===== config.mk =====
export PLATFORM = sky130hd
export DESIGN_NAME = bounded_double_ended_list_unit
export DESIGN_NICKNAME = d
export VERILOG_FILES = /design/src/rtl/core/bdel_pkg.sv /design/src/rtl/core/bdel_front.sv /design/src/rtl/core/bdel_queue.sv /design/src/rtl/core/bdel_back.sv /design/src/rtl/core/bounded_double_ended_list_unit.sv
export SDC_FILE = /design/constraint.sdc
export NUM_CORES = 1
export LEC_CHECK = 0
export BUFFER_PORTS_ARGS = -buffer_cell sky130_fd_sc_hd__buf_4
export CORE_ASPECT_RATIO = 0.75
export CORE_UTILIZATION = 42
export CTS_CLUSTER_DIAMETER = 60
export CTS_CLUSTER_SIZE = 16
export DETAILED_ROUTE_END_ITERATION = 16
export GPL_ROUTABILITY_DRIVEN = 0
export PLACE_DENSITY_LB_ADDON = 0.1
export SYNTH_ARGS = -nofsm -noshare
export SYNTH_HDL_FRONTEND = slang
export SYNTH_HIERARCHICAL = 1
export SYNTH_SLANG_ARGS = --single-unit

===== constraint.sdc =====
create_clock -name clk -period 5 [get_ports clk]
set_input_delay 0 -clock clk [delete_from_list [all_inputs] [get_ports clk]]
set_output_delay 0 -clock clk [all_outputs]
set_load 0.01 [all_outputs]

===== src/rtl/core/bdel_pkg.sv =====
`timescale 1ns / 1ps
// Shared types and constants for the bounded double-ended list unit.
package bdel_pkg;

	localparam int DEPTH_DEFAULT = 16;
	localparam int QUEUE_DEPTH = 4;
	localparam int QPTR_W = 2;
	localparam int QCNT_W = 3;

	localparam logic [2:0] MODE_PUSH_FRONT = 3'd0;
	localparam logic [2:0] MODE_PUSH_BACK = 3'd1;
	localparam logic [2:0] MODE_POP_FRONT = 3'd2;
	localparam logic [2:0] MODE_POP_BACK = 3'd3;
	localparam logic [2:0] MODE_LIST = 3'd4;

	localparam logic [1:0] ST_OK = 2'd0;
	localparam logic [1:0] ST_EMPTY = 2'd1;
	localparam logic [1:0] ST_FULL = 2'd2;

	typedef enum logic [2:0] {
		OP_PUSH_FRONT,
		OP_PUSH_BACK,
		OP_POP_FRONT,
		OP_POP_BACK,
		OP_LIST
	} op_t;

	typedef struct packed {
		op_t op;
		logic signed [31:0] value;
	} cmd_t;

	typedef enum logic {
		BK_IDLE,
		BK_LIST
	} back_state_t;

endpackage


===== src/rtl/core/bdel_front.sv =====
`timescale 1ns / 1ps
// Input stage that accepts items, decodes the mode and drops meaningless modes.
module bdel_front import bdel_pkg::*; (
	input  logic               clk,
	input  logic               arst_n,
	input  logic               in_valid,
	output logic               in_stall,
	input  logic [2:0]         mode,
	input  logic signed [31:0] value,
	output logic               cmd_valid_s1,
	output cmd_t               cmd_s1,
	input  logic               cmd_stall
);

	logic take;
	logic mode_ok;
	op_t  op_dec;

	assign in_stall = cmd_valid_s1 && cmd_stall;
	assign take = in_valid && !in_stall;

	always_comb begin
		mode_ok = 1'b1;
		op_dec = OP_LIST;
		case (mode)
			MODE_PUSH_FRONT: op_dec = OP_PUSH_FRONT;
			MODE_PUSH_BACK:  op_dec = OP_PUSH_BACK;
			MODE_POP_FRONT:  op_dec = OP_POP_FRONT;
			MODE_POP_BACK:   op_dec = OP_POP_BACK;
			MODE_LIST:       op_dec = OP_LIST;
			default:         mode_ok = 1'b0;
		endcase
	end

	always_ff @(posedge clk or negedge arst_n) begin
		if (!arst_n) begin
			cmd_valid_s1 <= 1'b0;
		end else if (!cmd_valid_s1 || !cmd_stall) begin
			cmd_valid_s1 <= take && mode_ok;
		end
	end

	always_ff @(posedge clk) begin
		if (take) begin
			cmd_s1.op <= op_dec;
			cmd_s1.value <= value;
		end
	end

endmodule


===== src/rtl/core/bdel_queue.sv =====
`timescale 1ns / 1ps
// Short command queue between the decode stage and the list engine.
module bdel_queue import bdel_pkg::*; (
	input  logic clk,
	input  logic arst_n,
	input  logic in_valid,
	output logic in_stall,
	input  cmd_t in_cmd,
	output logic out_valid,
	input  logic out_stall,
	output cmd_t out_cmd
);

	cmd_t              entries_q [QUEUE_DEPTH];
	logic [QPTR_W-1:0] wr_ptr_q;
	logic [QPTR_W-1:0] rd_ptr_q;
	logic [QCNT_W-1:0] count_q;
	logic              push;
	logic              pop;

	assign in_stall = (count_q == QCNT_W'(QUEUE_DEPTH));
	assign out_valid = (count_q != '0);
	assign out_cmd = entries_q[rd_ptr_q];
	assign push = in_valid && !in_stall;
	assign pop = out_valid && !out_stall;

	always_ff @(posedge clk or negedge arst_n) begin
		if (!arst_n) begin
			wr_ptr_q <= '0;
			rd_ptr_q <= '0;
			count_q <= '0;
		end else begin
			if (push) begin
				wr_ptr_q <= wr_ptr_q + QPTR_W'(1);
			end
			if (pop) begin
				rd_ptr_q <= rd_ptr_q + QPTR_W'(1);
			end
			if (push && !pop) begin
				count_q <= count_q + QCNT_W'(1);
			end else if (pop && !push) begin
				count_q <= count_q - QCNT_W'(1);
			end
		end
	end

	always_ff @(posedge clk) begin
		if (push) begin
			entries_q[wr_ptr_q] <= in_cmd;
		end
	end

endmodule


===== src/rtl/core/bdel_back.sv =====
`timescale 1ns / 1ps
// List engine with the ring buffer storage, pointers and the result register.
module bdel_back import bdel_pkg::*; #(
	parameter int DEPTH = DEPTH_DEFAULT
) (
	input  logic               clk,
	input  logic               arst_n,
	input  logic               cmd_valid,
	output logic               cmd_stall,
	input  cmd_t               cmd,
	output logic               out_valid,
	input  logic               out_stall,
	output logic [1:0]         status,
	output logic signed [31:0] value_res,
	output logic               last
);

	localparam int IW = (DEPTH > 1) ? $clog2(DEPTH) : 1;
	localparam int CW = $clog2(DEPTH + 1);

	logic signed [31:0] mem [DEPTH];

	back_state_t        state_q;
	back_state_t        state_n;
	logic [IW-1:0]      fidx_q;
	logic [IW-1:0]      fidx_n;
	logic [CW-1:0]      count_q;
	logic [CW-1:0]      count_n;
	logic [CW-1:0]      idx_q;
	logic [CW-1:0]      idx_n;
	logic [CW-1:0]      idx_inc;
	logic               out_valid_q;
	logic [1:0]         status_q;
	logic               last_q;
	logic signed [31:0] value_q;

	logic               adv;
	logic               load;
	logic               ld_list;
	logic [1:0]         ld_status;
	logic               ld_last;
	logic [IW-1:0]      rd_addr;
	logic               wr_en;
	logic [IW-1:0]      wr_addr;
	logic               is_full;
	logic               is_empty;

	function automatic logic [IW-1:0] ring_add(input logic [IW-1:0] base,
						   input logic [IW-1:0] off);
		logic [IW:0] s;
		s = {1'b0, base} + {1'b0, off};
		if (s >= (IW + 1)'(DEPTH)) begin
			s = s - (IW + 1)'(DEPTH);
		end
		return s[IW-1:0];
	endfunction

	assign adv = !out_valid_q || !out_stall;
	assign is_full = (count_q == CW'(DEPTH));
	assign is_empty = (count_q == '0);
	assign idx_inc = idx_q + CW'(1);
	assign cmd_stall = !((state_q == BK_IDLE) && adv);

	assign out_valid = out_valid_q;
	assign status = status_q;
	assign value_res = value_q;
	assign last = last_q;

	always_comb begin
		state_n = state_q;
		fidx_n = fidx_q;
		count_n = count_q;
		idx_n = idx_q;
		load = 1'b0;
		ld_list = 1'b0;
		ld_status = ST_OK;
		ld_last = 1'b1;
		rd_addr = fidx_q;
		wr_en = 1'b0;
		wr_addr = fidx_q;
		case (state_q)
			BK_IDLE: begin
				if (cmd_valid && adv) begin
					load = 1'b1;
					case (cmd.op)
						OP_PUSH_FRONT: begin
							if (is_full) begin
								ld_status = ST_FULL;
							end else begin
								fidx_n = (fidx_q == '0) ? IW'(DEPTH - 1) : fidx_q - IW'(1);
								wr_en = 1'b1;
								wr_addr = fidx_n;
								count_n = count_q + CW'(1);
							end
						end
						OP_PUSH_BACK: begin
							if (is_full) begin
								ld_status = ST_FULL;
							end else begin
								wr_en = 1'b1;
								wr_addr = ring_add(fidx_q, count_q[IW-1:0]);
								count_n = count_q + CW'(1);
							end
						end
						OP_POP_FRONT: begin
							if (is_empty) begin
								ld_status = ST_EMPTY;
							end else begin
								fidx_n = ring_add(fidx_q, IW'(1));
								count_n = count_q - CW'(1);
							end
						end
						OP_POP_BACK: begin
							if (is_empty) begin
								ld_status = ST_EMPTY;
							end else begin
								count_n = count_q - CW'(1);
							end
						end
						OP_LIST: begin
							if (is_empty) begin
								ld_status = ST_EMPTY;
							end else begin
								ld_list = 1'b1;
								rd_addr = fidx_q;
								ld_last = (count_q == CW'(1));
								if (!ld_last) begin
									state_n = BK_LIST;
									idx_n = CW'(1);
								end
							end
						end
						default: ld_status = ST_OK;
					endcase
				end
			end
			BK_LIST: begin
				if (adv) begin
					load = 1'b1;
					ld_list = 1'b1;
					rd_addr = ring_add(fidx_q, idx_q[IW-1:0]);
					ld_last = (idx_inc == count_q);
					idx_n = idx_inc;
					if (ld_last) begin
						state_n = BK_IDLE;
					end
				end
			end
			default: state_n = BK_IDLE;
		endcase
	end

	always_ff @(posedge clk or negedge arst_n) begin
		if (!arst_n) begin
			state_q <= BK_IDLE;
			fidx_q <= '0;
			count_q <= '0;
			idx_q <= '0;
			out_valid_q <= 1'b0;
		end else begin
			state_q <= state_n;
			fidx_q <= fidx_n;
			count_q <= count_n;
			idx_q <= idx_n;
			if (adv) begin
				out_valid_q <= load;
			end
		end
	end

	always_ff @(posedge clk) begin
		if (wr_en) begin
			mem[wr_addr] <= cmd.value;
		end
	end

	always_ff @(posedge clk) begin
		if (load) begin
			status_q <= ld_status;
			last_q <= ld_last;
			value_q <= ld_list ? mem[rd_addr] : '0;
		end
	end

endmodule


===== src/rtl/core/bounded_double_ended_list_unit.sv =====
`timescale 1ns / 1ps
// Top level of the bounded double-ended list unit.
// A push or pop gives its status through the decode, queue and result registers.
// A listing reads one element per unstalled cycle from the ring buffer, front first.
// Throughput is one push or pop per unstalled cycle; a listing blocks new commands.
// Reset clears the pointers, the entry count and all valid flags; storage is not cleared.
module bounded_double_ended_list_unit import bdel_pkg::*; #(
	parameter int DEPTH = DEPTH_DEFAULT
) (
	input  logic               clk,
	input  logic               arst_n,
	input  logic               in_valid,
	output logic               in_stall,
	input  logic [2:0]         mode,
	input  logic signed [31:0] value,
	output logic               out_valid,
	input  logic               out_stall,
	output logic [1:0]         status,
	output logic signed [31:0] value_res,
	output logic               last
);

	logic cmd_valid_s1;
	cmd_t cmd_s1;
	logic front_stall;
	logic q_valid;
	cmd_t q_cmd;
	logic q_stall;

	bdel_front u_front (
		.clk          (clk),
		.arst_n       (arst_n),
		.in_valid     (in_valid),
		.in_stall     (in_stall),
		.mode         (mode),
		.value        (value),
		.cmd_valid_s1 (cmd_valid_s1),
		.cmd_s1       (cmd_s1),
		.cmd_stall    (front_stall)
	);

	bdel_queue u_queue (
		.clk       (clk),
		.arst_n    (arst_n),
		.in_valid  (cmd_valid_s1),
		.in_stall  (front_stall),
		.in_cmd    (cmd_s1),
		.out_valid (q_valid),
		.out_stall (q_stall),
		.out_cmd   (q_cmd)
	);

	bdel_back #(
		.DEPTH (DEPTH)
	) u_back (
		.clk       (clk),
		.arst_n    (arst_n),
		.cmd_valid (q_valid),
		.cmd_stall (q_stall),
		.cmd       (q_cmd),
		.out_valid (out_valid),
		.out_stall (out_stall),
		.status    (status),
		.value_res (value_res),
		.last      (last)
	);

endmodule

-- After elaboration in Yosys (flattened, before gate mapping)
Memories as Yosys holds them, arrays and structs flattened. A register that Yosys moved wholly into a read port is not among the register bits.
Cells that the tools add are included.
W data, S select, Z words.
- memory bits (read-only): 0
- output and inout bits: 37
- latch bits: 0
- RAM bits: 652
- memories kept: 2
- register bits after elaboration: 62
- add/subtract/negate cells: 14
- bitwise logic cells: 2
- equality and inequality tests: 20
- divide/modulo/power cells: 0
- $lt $le $gt $ge: 3
- multiply operators: 0
- reductions and logical operators: 35
- shifts and indexed selects: 0
- multiplexer cells: 56
- memory list (memory ; depth ; bits a word ; rd ports ; clocked after Yosys merged registers in ; write ports ; line ; text):
    u_back.mem ; 16 ; 32 ; 1 ; 1 ; 1 ; bdel_back.sv:21 ; logic signed [31:0] mem [DEPTH];
    u_queue.entries_q ; 4 ; 35 ; 1 ; 0 ; 1 ; bdel_queue.sv:14 ; cmd_t entries_q [QUEUE_DEPTH];
- operator list (operator ; count):
    $mux W4 ; 10
    $mux W5 ; 7
    $mux W1 ; 25
    $pmux W4 S2 ; 3
    $pmux W5 S2 ; 2
    $ne A2 B2 Y1 const B ; 8
    $sub A4 B1 Y4 const B ; 4
    $ge A5 B5 Y1 const B ; 3
    $eq A3 B2 Y1 const B ; 4
    $pmux W3 S4 ; 1
    $add A4 B4 Y5 ; 2
    $add A5 B1 Y5 const B ; 2
    $reduce_and A5 Y1 ; 2
    $eq A3 B3 Y1 const B ; 3
    $logic_and A1 B1 Y1 ; 9
    $logic_not A1 Y1 ; 8
    $pmux W1 S2 ; 4
    $eq A3 B1 Y1 const B ; 2
    $logic_not A3 Y1 ; 2
    $mux W3 ; 2
    $reduce_bool A2 Y1 ; 3
    $reduce_or A2 Y1 ; 3
    $add A4 B1 Y5 const B ; 1
    $eq A5 B1 Y1 const B ; 1
    16 further kinds ; 19

-- Logic depth before layout (Yosys ltp)
Gate-level depths: netlist (run 1).
An unclocked memory read counts as a cell.
- depth in word-level cells: 8
- depth in mapped cells: 10
- depth with buffers taken out: 9

-- By module
Netlist (run 1), hierarchy kept.
- by module, submodules not included (module ; instances ; area an instance (um2) ; sequential area each (um2) ; cells each):
    bdel_back ; 1 ; 23653.9 ; 16826.1 ; 1326
    bdel_queue ; 1 ; 5539.1 ; 4379.2 ; 219
    bdel_front ; 1 ; 1122.3 ; 1076.0 ; 43

-- Worst setup path after synthesis (run 1)
No wires, ideal clock.
- kind: flip-flop to flip-flop
- start point: register u_queue.rd_ptr_q[0]
- end point: memory u_back.mem[5][0], enable pin
- period minus slack after synthesis: 5079 ps
- buffers on the path: 2
- setup slack: -79 ps
- arrival time: 4618 ps
- stages on the path, launching flop included: 9
- path through: dfrtp_1 -> buf_6 -> mux4_1 -> or2_0 -> buf_2 -> or4_4 -> o211ai_1 -> nand2_1 -> nor3_1
- RTL lines (what ; line ; text):
    from (decl) ; bdel_queue.sv:16 ; logic [QPTR_W-1:0] rd_ptr_q;
    from (signal assigned) ; bdel_queue.sv:37 ; rd_ptr_q <= rd_ptr_q + QPTR_W'(1);
    to (decl) ; bdel_back.sv:21 ;

==> results of run 1 <==
## repair_timing
action,in CTS,in global routing
hold endpoints to repair,105,0
setup buffers,0,0
hold buffers,41,0
resized for setup,0,0
## through the flow
| stage | utilization, % | total power (W) |
|---|---|---|
| finish | 48.2 | 0.0220 |
| floorplan | - | 0.0150 |
| global placement | 45.3 | 0.0179 |
| CTS | 48.2 | 0.0224 |
| global route | 48.2 | 0.0231 |
| detailed placement | 45.3 | 0.0180 |
## layer usage
layer | GRT usage, % | routed length (um) | share of wire [%] | up-vias
met5 | 0 | 0 | 0 | -
met4 | 4.52 | 1270 | 1.9 | 0
li1 | - | - | - | 6709
met3 | 2.37 | 2960 | 4.4 | 97
met2 | 29.1 | 32000 | 47 | 335
met1 | 27.6 | 31700 | 47 | 7951
## state kept, by name, indices dropped and copies added (netlist names), 2 cells and up
register and cells:
u_back/value_res 32, u_queue/wr_ptr_q 2, u_back/idx_q 5, u_queue/entries_q 140, u_back/mem 512, u_back/status 2
u_queue/count_q 3, u_front/cmd_s1 35, u_queue/rd_ptr_q 2, u_back/fidx_q 4, u_back/count_q 5
## worst paths after layout
kind | endpoint | slack (ns)
max reg2reg | u_back/mem[4][5] | 1.14
max in group asynchronous | u_back/fidx_q[1] | 4.45
min in group asynchronous | u_queue/wr_ptr_q[0] | 0.37
max | u_back/mem[4][5] | 1.14
min | u_front/cmd_s1[2] | 0.08
min reg2reg | u_queue/count_q[2] | 0.49
## report_power, final
part	switching, W	total [W]	leakage [nW]	internal (W)
Clock	0.00211	0.00433	0.800	0.00222
Combinational	0.00544	0.00890	3.33	0.00345
Sequential	0.000375	0.00880	6.86	0.00843
## logic make-up after synthesis
logic type / after synthesis
DFF: 746
muxes: 303
buffers and inverters: 108
adders and majority gates: 21
and+or+nand+nor: 199
AOI/OAI and AO/OA: 189
xor gates and xnor gates: 22
## final cells by class
type / count / area (um2) / area share, %
tap: 946 / 1180 / 3.47
multi-input combinational: 734 / 7650 / 22.4
clock buffer: 60 / 1440 / 4.21
clock inverter: 17 / 206 / 0.605
inverter: 16 / 62.6 / 0.183
sequential: 746 / 22300 / 65.3
timing repair buffer: 153 / 1290 / 3.77
## worst max-delay path: stages (launching register included)
cell and delay, ns:
dfrtp_2 0.50, mux4_1 0.67, or2_0 0.41, or4_4 0.57
o211ai_1 0.27, nand2_1 0.32, nor3_4 0.23, buf_4 0.48
## placed cells by master (no fill, tap or decap), drive strengths merged, types with 6 or more instances in the layout
cell / count
a21oi: 11
and2: 10
buf: 113
clkbuf: 60
clkinv: 6
dfrtp: 24
dlygate4sd3: 40
edfxtp: 722
ha: 18
inv: 22
mux2: 192
mux2i: 13
mux4: 98
nand2: 83
nand2b: 8
nand3: 36
nor2: 12
nor3: 20
o21ai: 15
o221ai: 31
o22ai: 65
o32ai: 32
xnor2: 10
xor2: 12
==> results.tsv, run 1 <==
metric	value	unit
cp.arrival	4.13	ns
syn-num-nets	1648	
worstHoldStart	value[2]	
num_antenna_cells	0	
yosys.area.top_type	edfxtp_1	
ant_nets	0	
cts-buffers-inserted	56	
clk_pin_slew	0.07	ns
grt_start_max_net_pins	113	
whs_path_depth	2	
drc	0	
clockBufferDepth	3	
fin_crit	3.86	ns
die_w	312	um
grt_pass1_wl	102	mm
core_area	0.0707	mm2
muxShareOfSynthArea	15.0	%
placed_area	0.0321	mm2
synth_compound_area_share	4.75	%
start_util	42.9	%
whs	0.0819	ns
r2r-start	u_queue/rd_ptr_q[0]	
netlist_instances	1588	
power_leakage	11.0	nW
synth_top_family_by_area	multiplexers	
stdcell_count	2672	
routed_wl	68.0	mm
rows	84	
synth_cell_types	74	
crit_path_end_kind	register	
yosysTopAreaCellShare	71.5	%
numClockSinks	746	
yosys_most_used_dff	edfxtp_1	
drtIter0Drc	1080	
syn_area	0.0303	mm2
routed_via_density	5.65	
ctsRootBufferMaster	clkbuf_16	
fin_skew	0.0321	ns
nets	1767	
area_growth	12.5	%
yosys.area_share.simple	3.28	%
postSynthAreaPerCell	19.1	um2
path_max_fanout	32	
grt.overflow.total	0	
fillers	5860	
hold_violations	0	
io_pins	76	
tightest_slew	1.12	ns
period_share	77.3	%
grt_usage	18.6	%
finalMaxSlewViolations	0	
die_area	0.0733	mm2
critPathKind	reg -> reg	
maxCapViolations	0	
critPathLaunch	u_queue/rd_ptr_q[0]	
h-tree-depth	2	
die_h	235	um
required	5.27	ns
synthXorXnorAreaFrac	0.636	%
seq_area_frac_synth	73.5	%
layout-drive-gt1-share	29.5	%
synthAdderAreaFrac	0.941	%
antenna_found_initial	0	
fmax	259	MHz
stdcell_area	0.0341	mm2
holdCritPathClass	in -> reg	
port_buffers	75	
start_kind	register	
pwr_density_cell	646	mW/mm2
finalSetupTns	0	ns
yosys-top-cells-count	722 x edfxtp_1, 187 x mux2_2, 91 x mux4_2	
hpwlAfterDp	40.1	mm
r2r_cells	7	
insertion_delay	0.64	ns
outcome	finished, final reports clean	
cts_tree	yes	
vias	15092	
ys_seq_elements	746	
place_inst	2554	
drtPass1Iterations	5	
synth_most_common_cell	edfxtp_1	
rsz0062_at_grt	no	
irDropWorstVdd	0.498	mV
yosys-top-cells-area	edfxtp_1 72%, mux2_2 6.9%, mux4_2 6.8%, dfrtp_1 2.0%, o22ai_1 1.3%	
setup_viol	0	
synth-edff-count	722	
wl_per_cell	25.4	um
synth_async_sr_flop_share	3.22	%
dp_slack	1.15	ns
ys.warnings.count	6	
slew_headroom	24.9	%
grt_pass1_vias	15488	
fin_ws	1.14	ns
Note: power is estimated with default switching activity, not from simulation.
==> inputs of run 2 (changes only) <==
clock period = 4 ns   (was 5 ns; I/O delays follow)
==> run 2 against run 1 <==
Net effect: die area unchanged; clock skew decreased by 0.0062 ns; critical path depth unchanged; global-route usage increased by 0.67 points.
==> results.tsv, run 2 (synthesized netlist as in run 1, its figures left out) <==
metric	value	unit	change
outcome	finished, final reports clean		unchanged
crit_buf_inv	1		unchanged
nets	1788		was 1,767
die_h	235	um	unchanged
irDropWorstVdd	0.574	mV	was 0.498 mV
ant_nets	0		unchanged
critPathKind	reg -> reg		unchanged
holdCritPathClass	in -> reg		unchanged
die_w	312	um	unchanged
clockBufferDepth	3		unchanged
ctsRootBufferMaster	clkbuf_16		unchanged
wl_per_cell	26.1	um	was 25.4 um
routed_wl	70.2	mm	was 68.0 mm
pwr_density_cell	808	mW/mm2	was 646 mW/mm2
setup_viol	0		unchanged
top_register	u_back/mem		unchanged
maxCapViolations	0		unchanged
post-cts-setup-buffer-count	0		unchanged
drc	0		unchanged
grt_pass1_wl	105	mm	was 102 mm
fmax	275	MHz	was 259 MHz
reg.largest.list	u_back/mem: 512 flops, u_queue/entries_q: 140 flops, u_front/cmd_s1: 35 flops		unchanged
port_buffers	75		unchanged
start_kind	register		unchanged
tightest_slew	1.06	ns	was 1.12 ns
drtIter0Drc	1115		was 1,080
slew_headroom	29.4	%	was 24.9%
power.total	0.0277	W	was 0.0220 W
final_cell_mix	722 x edfxtp_1, 187 x mux2_2, 125 x buf_4		was 722 x edfxtp_1, 187 x mux2_2, 110 x buf_4
path_max_fanout	20		was 32
required	4.28	ns	was 5.27 ns
cpLargestDelayFamily	simple AND/OR/NAND/NOR gates		unchanged
cp.arrival	3.91	ns	was 4.13 ns
grt_start_max_net_pins	41		was 113
hpwlAfterDp	43.2	mm	was 40.1 mm
insertion_delay	0.63	ns	was 0.64 ns
rows	84		unchanged
final_common_cell	edfxtp_1		unchanged
clk_pin_slew	0.07	ns	about the same
rrSetupSlack	0.37	ns	was 1.14 ns
finalMaxSlewViolations	0		unchanged
numClockSinks	746		unchanged
grt_pass1_vias	15796		was 15,488
fin_crit	3.63	ns	was 3.86 ns
rsz0062_at_grt	no		unchanged
largest_reg_flops	512		unchanged
area_growth	13.0	%	was 12.5%
crit_path_end_kind	register		unchanged
power_leakage	11.1	nW	was 11.0 nW
drtPass1Iterations	5		unchanged
cts_resized	0		unchanged
num_antenna_cells	0		unchanged
hold_violations	0		unchanged
layout-drive-gt1-share	30.1	%	was 29.5%
fin_util	48.4	%	was 48.2%
vias	15265		was 15,092
h-tree-depth	2		unchanged
start_util	42.9	%	unchanged
cp_slowest_stage_delay	0.66	ns	was 0.67 ns
path_cells	mux4_1 > or2_0 > or4_4 > o211ai_1 > nand2_1 > nor3_4 > buf_4		unchanged
fin_ws	0.368	ns	was 1.14 ns
io_pins	76		unchanged
routed_via_density	5.68		was 5.65
core_area	0.0707	mm2	unchanged
crit_path_top_delay_cell	mux4_1		unchanged
dp_slack	0.384	ns	was 1.15 ns
grt.overflow.total	0		unchanged
fin_skew	0.0259	ns	was 0.0321 ns
cts_tree	yes		unchanged
cts-buffers-inserted	53		was 56
antenna_found_initial	2		was 0
grt_usage	19.3	%	was 18.6%
die_area	0.0733	mm2	unchanged
period_share	90.8	%	was 77.3%
-- run 2: cell count changes in the layout (fill, tap and decap cells not counted), sizes merged --
cell,previous run,this run
buf,113,137
clkbuf,60,59
bufinv,3,2
inv,22,16
clkinvlp,2,0
-- run 2: layout make-up --
type                    count  area [um2]
repair buffers            177        1580
clock buffers              59        1370
inverters                  16        62.6
multi-input cells         734        7680
flip-flops and latches    746       22300
well taps                 946        1180
fillers                  5845       36500
clock inverters             8        98.8
-- run 2: metrics by stage --
| step | hold WS [ns] | TNS [ns] | instances | instance area (um2) |
|---|---|---|---|---|
| after floorplan | -0.296 | -120.25 | 1588 | 30500 |
| after detailed placement | -0.0495 | 0 | 2578 | 32400 |
| final | 0.0860 | 0 | 2686 | 34300 |
| after CTS | 0.0453 | 0 | 2686 | 34300 |
| after global routing | 0.0659 | 0 | 2686 | 34300 |
| after global placement | -0.0501 | 0 | 2578 | 32400 |
-- run 2: power by group --
| group | switching (W) | internal, W |
|---|---|---|
| sequential | 0.000443 | 0.0105 |
| combinational | 0.00710 | 0.00455 |
| clock | 0.00253 | 0.00254 |
| total | 0.0101 | 0.0176 |
-- run 2: routing by layer --
layer	vias to the layer above	global-route usage, %	share of wire [%]
met5	-	0	0
met1	8104	28.8	47
met4	0	4.03	1.7
met2	330	30.3	47
li1	6753	-	-
met3	78	2.50	4.4
-- run 2: path summary, 6_finish.rpt --
path	start	to	depth (start not counted)
setup / recovery	u_queue/rd_ptr_q[0]	u_back/mem[7][18]	7
hold / removal	value[28]	u_front/cmd_s1[28]	2
setup reg to reg	u_queue/rd_ptr_q[0]	u_back/mem[7][18]	7
hold reg to reg	u_front/cmd_s1[8]	u_queue/entries_q[2][8]	0
max in group asynchronous	arst_n	u_back/fidx_q[0]	4
min in group asynchronous	arst_n	u_front/cmd_valid_s1	4
-- run 2: worst register-to-register path: stages (launching register included) --
cell,delay (ns)
dfrtp_2,0.42
mux4_1,0.66
or2_0,0.42
or4_4,0.58
o211ai_1,0.28
nand2_1,0.30
nor3_4,0.29
buf_4,0.36
-- run 2: what timing repair did --
action	4_1_cts	5_1_grt
setup endpoints to repair	0	0
endpoints found under the hold margin	68	0
hold buffers	41	0
